File: src/rtl/kacc_pkg.sv
// Package for the keypad alarm clock controller.
// Constants, key codes, mode codes and the structs passed between blocks.
// No dependencies.
`default_nettype none
package kacc_pkg;

    localparam int unsigned TICK_W   = 10;
    localparam int unsigned TIME_W   = 6;
    localparam int unsigned ENTRY_W  = 16;
    localparam int unsigned KEY_W    = 8;
    localparam int unsigned RESULT_W = 32;

    localparam logic [TICK_W-1:0] RESET_TICKS = 10'd200;
    localparam logic [7:0]        TIME_MAX    = 8'd59;

    localparam logic [KEY_W-1:0] KEY_ZERO = 8'd48;
    localparam logic [KEY_W-1:0] KEY_NINE = 8'd57;
    localparam logic [KEY_W-1:0] KEY_A    = 8'h41;
    localparam logic [KEY_W-1:0] KEY_B    = 8'h42;
    localparam logic [KEY_W-1:0] KEY_C    = 8'h43;
    localparam logic [KEY_W-1:0] KEY_D    = 8'h44;
    localparam logic [KEY_W-1:0] KEY_E    = 8'h45;

    localparam logic FUNC_TICK = 1'b0;
    localparam logic FUNC_KEY  = 1'b1;

    // Strobes for one item that reaches the update logic
    typedef struct packed {
        logic             tick;
        logic             key;
        logic [KEY_W-1:0] key_code;
    } item_ctl_t;

    // Time load from a committed set-time entry
    typedef struct packed {
        logic              load;
        logic [TIME_W-1:0] minutes;
        logic [TIME_W-1:0] seconds;
    } time_load_t;

    // Clock state after the current item
    typedef struct packed {
        logic [TIME_W-1:0] minutes;
        logic [TIME_W-1:0] seconds;
    } clock_view_t;

    // Keypad and alarm status after the current item
    typedef struct packed {
        logic               match;
        logic               armed;
        logic               blink;
        logic               show_entry;
        logic [ENTRY_W-1:0] entry;
    } panel_view_t;

endpackage
`default_nettype wire

File: src/rtl/kacc_clock.sv
// Minutes:seconds timekeeper with tick prescaler for the alarm clock controller.
// Depends on kacc_pkg.
`default_nettype none
module kacc_clock (
    input  wire                       aclk,
    input  wire                       aresetn,
    input  kacc_pkg::item_ctl_t       item,
    input  wire  [kacc_pkg::TICK_W-1:0] ticks_per_second,
    input  kacc_pkg::time_load_t      time_load,
    output kacc_pkg::clock_view_t     clock_next
);
    import kacc_pkg::*;

    logic [TICK_W-1:0] prescale_reg, prescale_next;
    logic [TIME_W-1:0] seconds_reg, seconds_next;
    logic [TIME_W-1:0] minutes_reg, minutes_next;
    logic [TICK_W-1:0] prescale_inc;

    assign prescale_inc = prescale_reg + 1'b1;

    always_comb begin
        prescale_next = prescale_reg;
        seconds_next  = seconds_reg;
        minutes_next  = minutes_reg;
        if (item.tick) begin
            // a rate of zero passes every tick, like a rate of one
            if (prescale_inc >= ticks_per_second) begin
                prescale_next = '0;
                if ({2'b00, seconds_reg} >= TIME_MAX) begin
                    seconds_next = '0;
                    if ({2'b00, minutes_reg} >= TIME_MAX) begin
                        minutes_next = '0;
                    end else begin
                        minutes_next = minutes_reg + 1'b1;
                    end
                end else begin
                    seconds_next = seconds_reg + 1'b1;
                end
            end else begin
                prescale_next = prescale_inc;
            end
        end else if (time_load.load) begin
            // prescaler keeps its count
            minutes_next = time_load.minutes;
            seconds_next = time_load.seconds;
        end
    end

    always_ff @(posedge aclk) begin
        if (!aresetn) begin
            prescale_reg <= '0;
            seconds_reg  <= '0;
            minutes_reg  <= '0;
        end else begin
            prescale_reg <= prescale_next;
            seconds_reg  <= seconds_next;
            minutes_reg  <= minutes_next;
        end
    end

    assign clock_next.minutes = minutes_next;
    assign clock_next.seconds = seconds_next;

endmodule
`default_nettype wire

File: src/rtl/kacc_keypad.sv
// Key decoder, entry register, mode sequencing and alarm for the clock controller.
// Depends on kacc_pkg; takes the updated clock time from kacc_clock.
`default_nettype none
module kacc_keypad (
    input  wire                   aclk,
    input  wire                   aresetn,
    input  kacc_pkg::item_ctl_t   item,
    input  kacc_pkg::clock_view_t clock_next,
    output kacc_pkg::time_load_t  time_load,
    output kacc_pkg::panel_view_t panel_next
);
    import kacc_pkg::*;

    typedef enum logic [2:0] {
        MODE_IDLE      = 3'd0,
        MODE_COMMIT    = 3'd1,
        MODE_CLEAR     = 3'd2,
        MODE_TOGGLE    = 3'd3,
        MODE_SET_TIME  = 3'd4,
        MODE_SET_ALARM = 3'd5
    } mode_t;

    typedef enum logic [1:0] {
        SET_IDLE  = 2'd0,
        SET_TIME  = 2'd1,
        SET_ALARM = 2'd2
    } set_mode_t;

    mode_t              mode_reg, mode_next;
    set_mode_t          set_reg, set_next;
    logic [ENTRY_W-1:0] entry_reg, entry_next;
    logic [3:0]         held_reg, held_next;
    logic               shift_reg, shift_next;
    logic [TIME_W-1:0]  alarm_min_reg, alarm_min_next;
    logic [TIME_W-1:0]  alarm_sec_reg, alarm_sec_next;
    logic               armed_reg, armed_next;
    logic               view_reg, view_next, view_final;
    logic               blink_reg, blink_next, blink_final;
    logic               match;

    logic       is_digit, is_letter, in_entry;
    logic [7:0] hi_val, lo_val;
    logic       out_of_range;

    assign is_digit  = (item.key_code >= KEY_ZERO) && (item.key_code <= KEY_NINE);
    assign is_letter = (item.key_code >= KEY_A) && (item.key_code <= KEY_E);
    assign in_entry  = (mode_reg == MODE_CLEAR) || (mode_reg == MODE_SET_TIME) ||
                       (mode_reg == MODE_SET_ALARM);

    // tens digit times ten plus units digit, each digit 0 to 9
    assign hi_val = {1'b0, entry_reg[15:12], 3'b000} + {3'b000, entry_reg[15:12], 1'b0}
                  + {4'b0000, entry_reg[11:8]};
    assign lo_val = {1'b0, entry_reg[7:4], 3'b000} + {3'b000, entry_reg[7:4], 1'b0}
                  + {4'b0000, entry_reg[3:0]};
    assign out_of_range = (hi_val > TIME_MAX) || (lo_val > TIME_MAX);

    always_comb begin
        mode_next      = mode_reg;
        set_next       = set_reg;
        entry_next     = entry_reg;
        held_next      = held_reg;
        shift_next     = shift_reg;
        alarm_min_next = alarm_min_reg;
        alarm_sec_next = alarm_sec_reg;
        armed_next     = armed_reg;
        view_next      = view_reg;
        blink_next     = blink_reg;
        time_load      = '0;

        if (item.key && (is_digit || is_letter)) begin
            if (is_digit) begin
                shift_next = 1'b1;
                held_next  = item.key_code[3:0];
            end else if (in_entry) begin
                if (item.key_code == KEY_A) begin
                    mode_next  = MODE_COMMIT;
                    shift_next = 1'b0;
                end else if (item.key_code == KEY_B) begin
                    mode_next  = MODE_CLEAR;
                    shift_next = 1'b1;
                end else begin
                    shift_next = 1'b0;
                end
            end else begin
                if (item.key_code == KEY_C) begin
                    mode_next  = MODE_TOGGLE;
                    shift_next = 1'b0;
                end else if (item.key_code == KEY_D) begin
                    mode_next  = MODE_SET_TIME;
                    shift_next = 1'b0;
                end else if (item.key_code == KEY_E) begin
                    mode_next  = MODE_SET_ALARM;
                    shift_next = 1'b0;
                end
            end

            case (mode_next)
                MODE_COMMIT: begin
                    if (set_reg == SET_ALARM) begin
                        alarm_min_next = out_of_range ? '0 : hi_val[TIME_W-1:0];
                        alarm_sec_next = out_of_range ? '0 : lo_val[TIME_W-1:0];
                        armed_next     = 1'b1;
                    end else if (set_reg == SET_TIME) begin
                        time_load.load    = 1'b1;
                        time_load.minutes = out_of_range ? '0 : hi_val[TIME_W-1:0];
                        time_load.seconds = out_of_range ? '0 : lo_val[TIME_W-1:0];
                    end
                    entry_next = '0;
                    set_next   = SET_IDLE;
                end
                MODE_CLEAR: begin
                    entry_next = '0;
                    mode_next  = mode_t'({1'b0, set_reg} + 3'd3);
                end
                MODE_TOGGLE: begin
                    armed_next = ~armed_reg;
                    view_next  = 1'b0;
                    blink_next = 1'b0;
                end
                MODE_SET_TIME: begin
                    set_next = SET_TIME;
                    if (shift_next) begin
                        entry_next = {entry_reg[11:0], held_next};
                    end
                end
                MODE_SET_ALARM: begin
                    set_next = SET_ALARM;
                    if (shift_next) begin
                        entry_next = {entry_reg[11:0], held_next};
                    end
                end
                default: begin
                end
            endcase

            case (set_next)
                SET_IDLE: begin
                    blink_next = 1'b0;
                    view_next  = 1'b0;
                end
                SET_TIME: begin
                    blink_next = 1'b0;
                    view_next  = 1'b1;
                end
                SET_ALARM: begin
                    blink_next = 1'b1;
                    view_next  = 1'b1;
                end
                default: begin
                end
            endcase
        end
    end

    // armed alarm at the clock time forces the clock view and blink
    always_comb begin
        match = (item.tick || item.key) && armed_next &&
                (alarm_min_next == clock_next.minutes) &&
                (alarm_sec_next == clock_next.seconds);
        view_final  = match ? 1'b0 : view_next;
        blink_final = match ? 1'b1 : blink_next;
    end

    always_ff @(posedge aclk) begin
        if (!aresetn) begin
            mode_reg      <= MODE_IDLE;
            set_reg       <= SET_IDLE;
            entry_reg     <= '0;
            held_reg      <= '0;
            shift_reg     <= 1'b0;
            alarm_min_reg <= '0;
            alarm_sec_reg <= '0;
            armed_reg     <= 1'b0;
            view_reg      <= 1'b0;
            blink_reg     <= 1'b0;
        end else begin
            mode_reg      <= mode_next;
            set_reg       <= set_next;
            entry_reg     <= entry_next;
            held_reg      <= held_next;
            shift_reg     <= shift_next;
            alarm_min_reg <= alarm_min_next;
            alarm_sec_reg <= alarm_sec_next;
            armed_reg     <= armed_next;
            view_reg      <= view_final;
            blink_reg     <= blink_final;
        end
    end

    assign panel_next.match      = match;
    assign panel_next.armed      = armed_next;
    assign panel_next.blink      = blink_final;
    assign panel_next.show_entry = view_final;
    assign panel_next.entry      = entry_next;

endmodule
`default_nettype wire

File: src/rtl/keypad_alarm_clock_controller_top.sv
// Top level of the keypad alarm clock controller: input register, rate register,
// result register. Depends on kacc_pkg, kacc_clock and kacc_keypad.
//
//  channel  direction  accepted when             payload
//  s_       in         s_tvalid && s_tready      tuser: func, tdata: key_code
//  m_       out        m_tvalid && m_tready      tdata: one result per item
//  cfg_     in         cfg_valid && cfg_ready    cfg_data: ticks_per_second
//
// One item per cycle sustained while results are taken; each item waits in the input register
// and its result is then written to the result register; a stall can hold it in the input register.
// The state update is a single pass through the keypad and clock logic.
// Reset is synchronous; afterwards the rate register reads 200 and all clock and keypad state is zero.
// A stalled result holds the result register, and one further item waits in the input
// register; s_tready drops only while both are full.
`default_nettype none
module keypad_alarm_clock_controller_top (
    input  wire                            aclk,
    input  wire                            aresetn,
    input  wire                            s_tvalid,
    output logic                           s_tready,
    input  wire  [kacc_pkg::KEY_W-1:0]     s_tdata,   // [7:0] key_code
    input  wire  [0:0]                     s_tuser,   // [0] func
    output logic                           m_tvalid,
    input  wire                            m_tready,
    // [5:0] clock_minutes, [11:6] clock_seconds, [27:12] entry_digits,
    // [28] show_entry, [29] blink, [30] alarm_enabled, [31] alarm_match
    output logic [kacc_pkg::RESULT_W-1:0]  m_tdata,
    input  wire                            cfg_valid,
    output logic                           cfg_ready,
    input  wire  [kacc_pkg::TICK_W-1:0]    cfg_data
);
    import kacc_pkg::*;

    logic               in_valid_reg;
    logic [KEY_W-1:0]   in_key_reg;
    logic               in_func_reg;
    logic               out_valid_reg;
    logic [RESULT_W-1:0] out_data_reg;
    logic [TICK_W-1:0]  tps_reg;
    logic               process;

    item_ctl_t   item;
    time_load_t  time_load;
    clock_view_t clock_next;
    panel_view_t panel_next;

    assign process   = in_valid_reg && (!out_valid_reg || m_tready);
    assign s_tready  = !in_valid_reg || process;
    assign cfg_ready = 1'b1;

    assign item.tick     = process && (in_func_reg == FUNC_TICK);
    assign item.key      = process && (in_func_reg == FUNC_KEY);
    assign item.key_code = in_key_reg;

    always_ff @(posedge aclk) begin
        if (!aresetn) begin
            in_valid_reg  <= 1'b0;
            out_valid_reg <= 1'b0;
            tps_reg       <= RESET_TICKS;
        end else begin
            if (s_tready) begin
                in_valid_reg <= s_tvalid;
            end
            if (process) begin
                out_valid_reg <= 1'b1;
            end else if (m_tready) begin
                out_valid_reg <= 1'b0;
            end
            if (cfg_valid) begin
                tps_reg <= cfg_data;
            end
        end
    end

    // payload registers, no reset
    always_ff @(posedge aclk) begin
        if (s_tready && s_tvalid) begin
            in_key_reg  <= s_tdata;
            in_func_reg <= s_tuser[0];
        end
        if (process) begin
            out_data_reg <= {panel_next.match, panel_next.armed, panel_next.blink,
                             panel_next.show_entry, panel_next.entry,
                             clock_next.seconds, clock_next.minutes};
        end
    end

    kacc_clock u_clock (
        .aclk             (aclk),
        .aresetn          (aresetn),
        .item             (item),
        .ticks_per_second (tps_reg),
        .time_load        (time_load),
        .clock_next       (clock_next)
    );

    kacc_keypad u_keypad (
        .aclk       (aclk),
        .aresetn    (aresetn),
        .item       (item),
        .clock_next (clock_next),
        .time_load  (time_load),
        .panel_next (panel_next)
    );

    assign m_tvalid = out_valid_reg;
    assign m_tdata  = out_data_reg;

`ifndef SYNTHESIS
    a_time_range: assert property (@(posedge aclk) disable iff (!aresetn)
        m_tvalid |-> (m_tdata[5:0] <= 6'd59) && (m_tdata[11:6] <= 6'd59))
        else $error("clock time out of range");

    a_match_view: assert property (@(posedge aclk) disable iff (!aresetn)
        (m_tvalid && m_tdata[31]) |-> (m_tdata[30] && m_tdata[29] && !m_tdata[28]))
        else $error("alarm match without armed alarm, blink and clock view");

    a_hold_item: assert property (@(posedge aclk) disable iff (!aresetn)
        (in_valid_reg && !process) |=> in_valid_reg)
        else $error("waiting item dropped");

    a_result_on_process: assert property (@(posedge aclk) disable iff (!aresetn)
        process |=> m_tvalid)
        else $error("processed item gave no result");
`endif

endmodule
`default_nettype wire
File: config.mk
export PLATFORM = sky130hd
export DESIGN_NAME = keypad_alarm_clock_controller_top
export DESIGN_NICKNAME = d
export VERILOG_FILES = /design/src/rtl/kacc_pkg.sv /design/src/rtl/kacc_clock.sv /design/src/rtl/kacc_keypad.sv /design/src/rtl/keypad_alarm_clock_controller_top.sv
export SDC_FILE = /design/constraint.sdc
export NUM_CORES = 1
export LEC_CHECK = 0
export BUFFER_PORTS_ARGS = -buffer_cell sky130_fd_sc_hd__buf_2
export CORE_MARGIN = 2
export CORE_UTILIZATION = 30
export CTS_CLUSTER_DIAMETER = 150
export DETAILED_ROUTE_END_ITERATION = 8
export MAX_ROUTING_LAYER = met4
export SYNTH_ARGS = -nofsm -noshare
export SYNTH_HDL_FRONTEND = slang
export SYNTH_SLANG_ARGS = --single-unit
File: constraint.sdc
create_clock -name aclk -period 4.5 [get_ports aclk]
set_input_delay 0.675 -clock aclk [delete_from_list [all_inputs] [get_ports aclk]]
set_output_delay 0.675 -clock aclk [all_outputs]
set_load 0.02 [all_outputs]
==> results by group, run 1 <==
Final layout
  – Cell area after layout: 0.00758 mm^2
  – Area delta synth->final: 18.6%
  – N_diodes: 0
  – Final Util: 0.362
  – Max reg flops: 32
  – Final cell count without fillers: 1,012
  – Fraction of layout cells with a size suffix above 1: 0.193
  – Final nets: 786

Timing
  – Final TNS setup: 0 ns
  – Hold_ws: 0.440 ns
  – Final Hold Viols: 0
  – Slew @ Worst Pin: 0.646 ns
  – Setup ws final: 0.271 ns
  – Fmax: 236 MHz
  – RSZ-0062 raised after global routing: false
  – Final Skew: 0.0205 ns
  – Slew HR: 0.569
  – Max-slew violation count: 0
  – # setup viols final: 0
  – Tcrit/Tclk final: 0.940
  – Tmin final: 4.23 ns

Setup path
  – Worst Path Class, Setup: flip-flop to flip-flop
  – Crit-path leading delay family: compound AO/OA/AOI/OAI gates
  – CP cell instances: and3_1 > and3_1 > and3_1 > nand3_1 > xnor2_1 > ha_1 > o21a_1 > nor2_1 > a21o_1 > o311ai_0 > o41ai_1 > a221o_2 > xnor2_1 > or3_4 > o31a_1
  – Worst setup EP type: flip-flop
  – CP Buf/Inv Count: 0
  – Worst path arrival time: 4.40 ns
  – CP max-delay cell: dfxtp_1
  – Crit-path max FO: 7
  – Worst Setup Start Kind: flip-flop
  – Worst stage delay on the critical path: 0.40 ns
  – Critical Path RT: 4.67 ns
  – CP dominant cell by count: and3_1

Floorplanning
  – Chip Width: 150 um
  – Row count: 53
  – Io pins: 59
  – Initial core utilization: 0.305
  – Die height: 150 um
  – Area of the die: 0.0225 mm^2
  – Core area: 0.0210 mm^2

Power
  – Pleak: 3.15 nW
  – Power density over cell area: 341 mW/mm^2
  – Power Total: 2.58 mW
  – Worst IR Drop VDD: 0.256 mV

Placed design
  – Port bufs: 57
  – Area after DPL: 0.00697 mm^2
  – GP Congestion: 0.865
  – Hpwl dp: 11,100 um
  – Placed insts: 980
  – Post-Place Setup Slack: 0.148 ns

Drt
  – Vias/cell: 5.03
  – Detailed-route DRC error count: 0
  – DRT iter0 DRCs: 391
  – Final WL: 15,300 um
  – Detail Route Antenna Nets: 0
  – Average wire per standard cell: 15.1 um
  – Vias: 5,093
  – Drt first pass iters: 6

Yosys
  – Yosys reg bits: 116
  – Netlist Area Pre-Place: 0.00639 mm^2
  – Post-synth top flop: dfxtp_1
  – Post-Synthesis Cells: 665
  – Fraction of synthesized cell area in xor and xnor cells: 0.0343
  – Main combinational cell family by area after synthesis: compound AO/OA/AOI/OAI gates
  – Synth Area per Inst: 9.61 um^2
  – Post-Synth Adder-Cell Area: 0.0807
  – Area leader, netlist: dfxtp_1
  – Asr flop ratio synth: 0
  – Post-synth EDFFs: 41
  – Cell with the most instances after synthesis: dfxtp_1
  – Synth Area in Compound Gates: 0.193
  – Sequential fraction of the synthesis area: 0.428
  – Yosys top cell area share: 0.235
  – Mapped Nets: 727
  – Distinct cells, synth: 82
  – Top cells by count, synth: 75 x dfxtp_1, 57 x nor2_1, 49 x nand2_1
  – Post-Synth Simple-Gate Area: 0.189
  – Synth warn: 0
  – Post-synthesis mux area share: 0.0261
  – Synth top area cells: dfxtp_1 24%, edfxtp_1 19%, ha_1 6.7%, nor2_1 3.3%, a21oi_1 2.9%

CTS
  – Total CTS buffers: 17
  – Root buffer cell: clkbuf_16
  – Worst-Skew Late Latency: 0.42 ns
  – Register clock-pin slew on the reported worst setup and hold paths: 0.06 ns
  – Clock sink count: 116
  – CTS max path bufs: 2
  – H-tree levels: 4
  – CTS tree: done
  – # hold bufs at CTS: 0

Global routing
  – Number of global-route vias before repair: 4,700
  – Total grt overflow: 0
  – Gr usage total: 0.145
  – Largest net degree at the start of global routing: 45
  – First-pass GRT wire length: 24,800 um
  – Initial antenna violation count: 0

Worst hold path
  – Hold Crit Class: input pin to flip-flop

Job
  – Max Cap Violations: 0

Outcome
  – Status: finished clean
[kinds of logic after synthesis]
| kind of cell | count (synthesis) |
|---|---|
| AOI/OAI and AO/OA | 171 |
| xor gates and xnor gates | 25 |
| adders and majority gates | 39 |
| buffers and inverters | 71 |
| DFF | 116 |
| muxes | 16 |
| other | 1 |
| and+or+nand+nor | 226 |
[layout make-up]
type / count / area, um^2
multi-input combinational: 478 / 3380
timing repair buffer: 69 / 375
clock buffer: 20 / 457
fill: 2167 / 13400
inverter: 42 / 158
sequential: 116 / 2730
clock inverter: 12 / 128
tap: 275 / 344
[repair_timing]
item	CTS	global route
buffers inserted	0	0
setup endpoints to repair	0	5
gates resized for setup	0	5
[where the power goes]
part	internal [mW]	switching [mW]	total, mW
clock network	0.843	0.491	1.33
registers	1.11	0.0174	1.13
logic	0.0424	0.0802	0.123
total	1.99	0.588	2.58
[worst reg2reg max path, stage by stage (launching register included)]
cell and delay [ns]:
dfxtp_1 0.40, and3_1 0.26, and3_1 0.25, and3_1 0.25, nand3_1 0.11, xnor2_1 0.16
ha_1 0.35, o21a_1 0.17, nor2_1 0.07, a21o_1 0.26, o311ai_0 0.36, o41ai_1 0.15
a221o_2 0.36, xnor2_1 0.16, or3_4 0.39, o31a_1 0.29
[placed cells by master (no fill, tap or decap), types with 19 or more instances in the layout]
master / instances
dfxtp_1: 75
buf_2: 57
nor2_1: 56
nand2_1: 49
inv_1: 41
edfxtp_1: 41
a21oi_1: 35
ha_1: 34
and2_1: 29
o21ai_0: 25
nand3_1: 19
[path summary, 6_finish.rpt]
check                                                           from  slack, ns  cells past startpoint                                    to
worst max-delay path            u_clock.prescale_reg[0]$_SDFFE_PN0P_       0.27                     15                 m_tdata[28]$_DFFE_PP_
worst min-delay path                                      s_tdata[6]       0.44                      1               in_key_reg[6]$_DFFE_PP_
worst max register to register  u_clock.prescale_reg[0]$_SDFFE_PN0P_       0.27                     15                 m_tdata[28]$_DFFE_PP_
worst min register to register  u_clock.prescale_reg[9]$_SDFFE_PN0P_       0.47                      2  u_clock.prescale_reg[9]$_SDFFE_PN0P_
[layer usage]
| layer | global-route usage | routed length [um] |
|---|---|---|
| met5 | - | 0 |
| met4 | 0.0439 | 177 |
| met3 | 0.0354 | 769 |
| met2 | 0.203 | 6470 |
| met1 | 0.206 | 7900 |
Note: power is estimated with default switching activity, not from simulation.
==> run 2: changes to the inputs <==
Settings changed: CORE_UTILIZATION 30 to 60, PLACE_DENSITY from default to 0.8.
Clock period 4.5 ns to 4.27 ns, I/O delays scaled along.
==> run 2 against run 1 <==
  * Cell count down 13%
  * Sequential power up 5%
  * Critical path depth unchanged
  * Core utilization up 36 points
  * Die area down 49%
  * Global-route usage up 14 points
  * Via count up 3.9%
  * Combinational power up 5%
  * Critical endpoint unchanged
  * Largest power group unchanged
==> results by group, run 2 (same netlist as run 1, synthesis figures left out) <==
Outcome
  – Status: finished clean

Final layout
  – Commonest non-fill, non-tap cell in the layout: dfxtp_1
  – Area delta synth->final: 16.9%
  – Final cell count without fillers: 878
  – Final-layout fill cell count: 727
  – Area of the multi-input gates: 0.00340 mm^2
  – FF+latch area: 0.00274 mm^2
  – Final Util: 0.723
  – Fraction of layout cells with a size suffix above 1: 0.202
  – Final nets: 791
  – Commonest non-fill, non-tap cells in the layout: 73 x dfxtp_1, 57 x buf_2, 56 x nor2_1
  – Max reg flops: 32
  – N_diodes: 0

Floorplanning
  – Area of the die: 0.0115 mm^2
  – Row count: 37
  – Core area: 0.0103 mm^2
  – Die height: 107 um
  – Io pins: 59
  – Initial core utilization: 0.619
  – Chip Width: 107 um

Drt
  – DRT iter0 DRCs: 333
  – Drt first pass iters: 5
  – Final WL: 15,000 um
  – Vias: 5,293
  – Average wire per standard cell: 17.1 um
  – Detail Route Antenna Nets: 0
  – Detailed-route DRC error count: 0
  – Vias/cell: 6.03

CTS
  – Worst-Skew Late Latency: 0.54 ns
  – CTS tree: done
  – H-tree levels: 4
  – Clock sink count: 116
  – Register clock-pin slew on the reported worst setup and hold paths: 0.06 ns
  – Root buffer cell: clkbuf_8
  – # hold bufs at CTS: 0
  – CTS max path bufs: 2
  – Total CTS buffers: 17

Worst hold path
  – Hold Path Depth: 1
  – Hold Crit Class: input pin to flip-flop

Setup path
  – Crit-path max FO: 7
  – Reg2reg setup slack: 0.18 ns
  – Worst path arrival time: 4.38 ns
  – Depth of the most critical reg-to-reg path: 15
  – Critical Path RT: 4.56 ns
  – Worst Path Class, Setup: flip-flop to flip-flop
  – Worst setup EP type: flip-flop
  – Worst Setup Start Kind: flip-flop

Global routing
  – Total grt overflow: 0
  – Number of global-route vias before repair: 5,026
  – Gr usage total: 0.281
  – Largest net degree at the start of global routing: 46
  – First-pass GRT wire length: 24,100 um
  – Initial antenna violation count: 0

Timing
  – Slew @ Worst Pin: 0.824 ns
  – # setup viols final: 0
  – Tcrit/Tclk final: 0.958
  – Final Hold Viols: 0
  – Fmax: 244 MHz
  – Slew HR: 0.450
  – Max-slew violation count: 0
  – Final Skew: 0.0141 ns
  – Tmin final: 4.09 ns

Power
  – Power density over cell area: 363 mW/mm^2
  – Worst IR Drop VDD: 0.321 mV
  – Pleak: 3.17 nW

Placed design
  – Placed insts: 844
  – GP Congestion: 0.913
  – Hpwl dp: 10,400 um
  – Port bufs: 57

Job
  – Max Cap Violations: 0
==> run 2: cell types whose count changed in the layout (fill, tap and decap cells not counted), sizes merged <==
cell | before | now
clkbuf | 20 | 28
buf | 69 | 74
clkinv | 5 | 1
inv | 45 | 42
clkinvlp | 2 | 1
==> run 2: critical path: stages, from the launching register on <==
cell and delay, ns:
dfxtp_1 0.37, and3_4 0.22, and3_1 0.23, and3_2 0.25, nand3_1 0.10, xnor2_1 0.15
ha_1 0.36, o21a_1 0.20, nor2_1 0.09, a21o_1 0.28, o311ai_2 0.28, o41ai_1 0.12
a221o_2 0.35, xnor2_1 0.16, or3_4 0.39, o31a_1 0.29
==> run 2: timing repair <==
action	in CTS	in global routing
setup endpoints to repair	1	5
pin swaps	0	1
resized for setup	1	15
endpoints found under the hold margin	0	0
setup buffers	0	2
==> run 2: final cells by class <==
cell class,instances,share of cell area
clock buffers,28,0.0691
clock inverters,4,0.00972
inverters,42,0.0211
multi-input cells,478,0.455
flip-flops and latches,116,0.366
well taps,136,0.0228
repair buffers,74,0.0558
==> run 2: metrics by stage <==
stage / area, um^2 / setup WS (ns) / setup TNS (ns) / hold slack, ns / power, mW
detailed placement: 6810 / 0.0266 / 0 / 0.466 / 1.33
finish: 7460 / 0.179 / 0 / 0.281 / 2.71
CTS: 7400 / 0.0644 / 0 / 0.260 / 2.73
global placement: 6810 / 0.205 / 0 / 0.458 / 1.33
global route: 7460 / -0.0459 / -0.0459 / 0.255 / 2.80
floorplan: 6390 / 0.382 / 0 / 0.444 / 1.29
==> run 2: routing by layer <==
| layer | track usage | up-vias | part of all wire | routed length, um |
|---|---|---|---|---|
| li1 | - | 2555 | - | - |
| met1 | 0.339 | 2491 | 0.43 | 6440 |
| met2 | 0.437 | 206 | 0.47 | 7100 |
| met3 | 0.0766 | 41 | 0.067 | 1000 |
| met4 | 0.135 | 0 | 0.031 | 459 |
| met5 | - | - | 0 | 0 |
==> run 2: power breakdown <==
part	total (mW)	internal, mW	switching, mW
registers	1.19	1.17	0.0164
clock network	1.40	0.923	0.474
logic	0.129	0.0438	0.0854
==> run 2: path summary, 6_finish.rpt <==
path	from	end
worst max-delay path	u_clock.prescale_reg[1]$_SDFFE_PN0P_	m_tdata[28]$_DFFE_PP_
worst min-delay path	s_tuser	in_func_reg$_DFFE_PP_
worst max register to register	u_clock.prescale_reg[1]$_SDFFE_PN0P_	m_tdata[28]$_DFFE_PP_
worst min register to register	u_keypad.held_reg[1]$_SDFFE_PN0P_	u_keypad.held_reg[1]$_SDFFE_PN0P_
==> run 3: changes to the inputs <==
Settings changed: ABC_AREA from default to 1.
==> run 3 against run 2 <==
  * First-iteration DRC count decreased by 13%
  * Routed wire length is 6.2% lower
  * Area after synthesis rose by 2.5%
  * Sequential power about the same
  * Total power grew 3.0%
  * Register-to-register slack improved by 0.30 ns
  * Critical path type unchanged
  * Largest power group unchanged
==> results by group, run 3 <==
CTS
  – Total CTS buffers: 17
  – Register clock-pin slew on the reported worst setup and hold paths: 0.06 ns
  – CTS tree: done
  – Post CTS Setup Buffer Count: 0
  – Clock sink count: 116
  – # hold bufs at CTS: 0
  – Worst-Skew Late Latency: 0.52 ns
  – H-tree levels: 4
  – Root buffer cell: clkbuf_8
  – CTS max path bufs: 2
  – Post_cts resized: 0

Yosys
  – Yosys top cell area share: 0.229
  – Netlist Area Pre-Place: 0.00655 mm^2
  – Synth top area cells: dfxtp_1 23%, edfxtp_1 19%, nand2_1 11%, inv_1 6.6%, ha_1 6.5%
  – Post-synth EDFFs: 41
  – Post-Synthesis Cells: 844
  – Distinct cells, synth: 48
  – Post-synth top flop: dfxtp_1
  – Top cells by count, synth: 189 x nand2_1, 115 x inv_1, 87 x nor2_1
  – Sequential fraction of the synthesis area: 0.418
  – Synth warn: 0
  – Cell with the most instances after synthesis: nand2_1
  – Area leader, netlist: dfxtp_1
  – Synth Area per Inst: 7.75 um^2
  – Mapped Nets: 906
  – Asr flop ratio synth: 0
  – Yosys reg bits: 116

Drt
  – DRT iter0 DRCs: 289
  – Detail Route Antenna Nets: 0
  – Top Metal Used: met4
  – Final WL: 14,100 um
  – Vias/cell: 5.30
  – Vias: 5,593
  – Met2 wire length: 6950 um
  – Detailed-route DRC error count: 0
  – Average wire per standard cell: 13.3 um
  – Met3 wire length: 620 um
  – Drt first pass iters: 5
  – Met1 WL: 6130 um

Timing
  – Max-slew violation count: 0
  – Slew @ Worst Pin: 1.16 ns
  – Tcrit/Tclk final: 0.888
  – Final Hold Viols: 0
  – RSZ-0062 raised after global routing: false
  – Fmax: 264 MHz
  – Final Skew: 0.00813 ns
  – Final TNS setup: 0 ns
  – Tmin final: 3.79 ns
  – Slew HR: 0.224
  – # setup viols final: 0

Setup path
  – Depth of the most critical reg-to-reg path: 23
  – RR Endpoint: m_tdata[28]$_DFFE_PP_
  – Worst Setup Start Kind: flip-flop
  – Worst Path Class, Setup: flip-flop to flip-flop
  – Worst setup EP type: flip-flop
  – Worst path arrival time: 4.07 ns
  – Critical Path RT: 4.55 ns
  – Worst flop-to-flop path startpoint: u_clock.prescale_reg[0]$_SDFFE_PN0P_
  – Reg2reg setup slack: 0.48 ns
  – Crit-path max FO: 16

Floorplanning
  – Io pins: 59
  – Core area: 0.0107 mm^2
  – Die height: 108 um
  – Chip Width: 108 um
  – Row count: 38
  – Initial core utilization: 0.609
  – Area of the die: 0.0118 mm^2

Final layout
  – Commonest non-fill, non-tap cell in the layout: nand2_1
  – Max reg flops: 32
  – N_diodes: 0
  – Area delta synth->final: 15.1%
  – Final nets: 965
  – Commonest non-fill, non-tap cells in the layout: 189 x nand2_1, 115 x inv_1, 87 x nor2_1
  – Fraction of layout cells with a size suffix above 1: 0.165
  – Cell area after layout: 0.00753 mm^2

Power
  – Sw Pwr: 0.631 mW
  – Clock share of power: 0.519
  – Power density over cell area: 371 mW/mm^2
  – Pleak: 3.57 nW
  – Internal power: 2.16 mW
  – Seq pwr share: 0.425
  – Logic pwr share: 0.056
  – Net Sw Frac: 0.226
  – Worst IR Drop VDD: 0.359 mV
  – Power Total: 2.79 mW

Worst hold path
  – Hold Crit Class: input pin to flip-flop
  – Hold_sp: s_tdata[5]
  – Hold Path Depth: 1
  – Hold path endpoint: in_key_reg[5]$_DFFE_PP_

Placed design
  – Area after DPL: 0.00693 mm^2
  – Port bufs: 57
  – Hpwl dp: 10,000 um
  – GP Congestion: 0.939

Global routing
  – Initial antenna violation count: 0
  – Gr usage total: 0.263
  – Number of global-route vias before repair: 5,341
  – Total grt overflow: 0
  – First-pass GRT wire length: 23,500 um
  – Largest net degree at the start of global routing: 39

Outcome
  – Status: finished clean

Job
  – Max Cap Violations: 0
-- run 3: worst max-delay path: stages, from the launching register on --
cell	delay (ns)
dfxtp_1	0.43
ha_1	0.24
nand3_1	0.11
nand3b_1	0.21
nand3b_1	0.19
xor2_1	0.14
inv_1	0.07
ha_1	0.29
nand2_1	0.07
nor2_1	0.14
o211ai_1	0.11
nand4_1	0.09
buf_4	0.19
nand2_1	0.13
o21ai_0	0.31
nand3_2	0.15
nand2_1	0.10
nand2_1	0.05
nor2_1	0.10
nand2_1	0.06
nor2_1	0.12
nand2_2	0.10
nand2_1	0.08
inv_1	0.04
-- run 3: power by group through the flow --
stage,Sequential [mW],Clock [mW],Combinational (mW)
6_report,1.19,1.45,0.156
5_1_grt,1.19,1.52,0.176
4_1_cts,1.19,1.46,0.157
3_5_place_dp,1.21,0,0.155
3_3_place_gp,1.21,0,0.152
2_1_floorplan,1.22,0,0.0934
-- run 3: how the worst max path moves through the flow --
stage,cells after the start,to,start
final,23,m_tdata[28]$_DFFE_PP_,u_clock.prescale_reg[0]$_SDFFE_PN0P_
after global routing,23,m_tdata[28]$_DFFE_PP_,u_clock.prescale_reg[0]$_SDFFE_PN0P_
after CTS,23,m_tdata[28]$_DFFE_PP_,u_clock.prescale_reg[0]$_SDFFE_PN0P_
after detailed placement,23,m_tdata[28]$_DFFE_PP_,u_clock.prescale_reg[0]$_SDFFE_PN0P_
after global placement,23,m_tdata[28]$_DFFE_PP_,u_clock.prescale_reg[0]$_SDFFE_PN0P_
after floorplan,22,m_tdata[28]$_DFFE_PP_,u_clock.prescale_reg[0]$_SDFFE_PN0P_
-- run 3: cell type report --
cell class	instances	area (um^2)
Clock inverter	14	185
Sequential cell	116	2730
Multi-Input combinational cell	578	3220
Clock buffer	18	418
Timing Repair Buffer	63	330
Fill cell	904	3210
Inverter	127	478
Tap cell	140	175
-- run 3: stage by stage --
stage	instances	hold slack (ns)	utilization	setup slack, ns
after detailed placement	1024	0.461	0.645	0.516
after global placement	1024	0.453	0.645	0.700
final	1056	0.292	0.701	0.478
after CTS	1056	0.277	0.701	0.480
after floorplan	844	0.439	-	0.918
after global routing	1056	0.273	0.701	0.104
-- run 3: layer usage --
metal  GRT usage  vias up
li1            -     2860
met1       0.303     2552
met2       0.439      150
met3      0.0579       31
met4       0.114        0
met5           -        -
-- run 3: logic make-up (layout without fill, tap and decap cells) --
| family | count (synthesis) | after routing | share of synthesized area |
|---|---|---|---|
| mux | 1 | 1 | 0.00153 |
| simple gates | 402 | 402 | 0.287 |
| compound gates | 125 | 125 | 0.111 |
| buf+inv | 150 | 222 | 0.0912 |
| fa+ha+maj | 38 | 38 | 0.0772 |
| other cells | 1 | 1 | 0.000573 |
| flops | 116 | 116 | 0.418 |
| xor+xnor | 11 | 11 | 0.0147 |
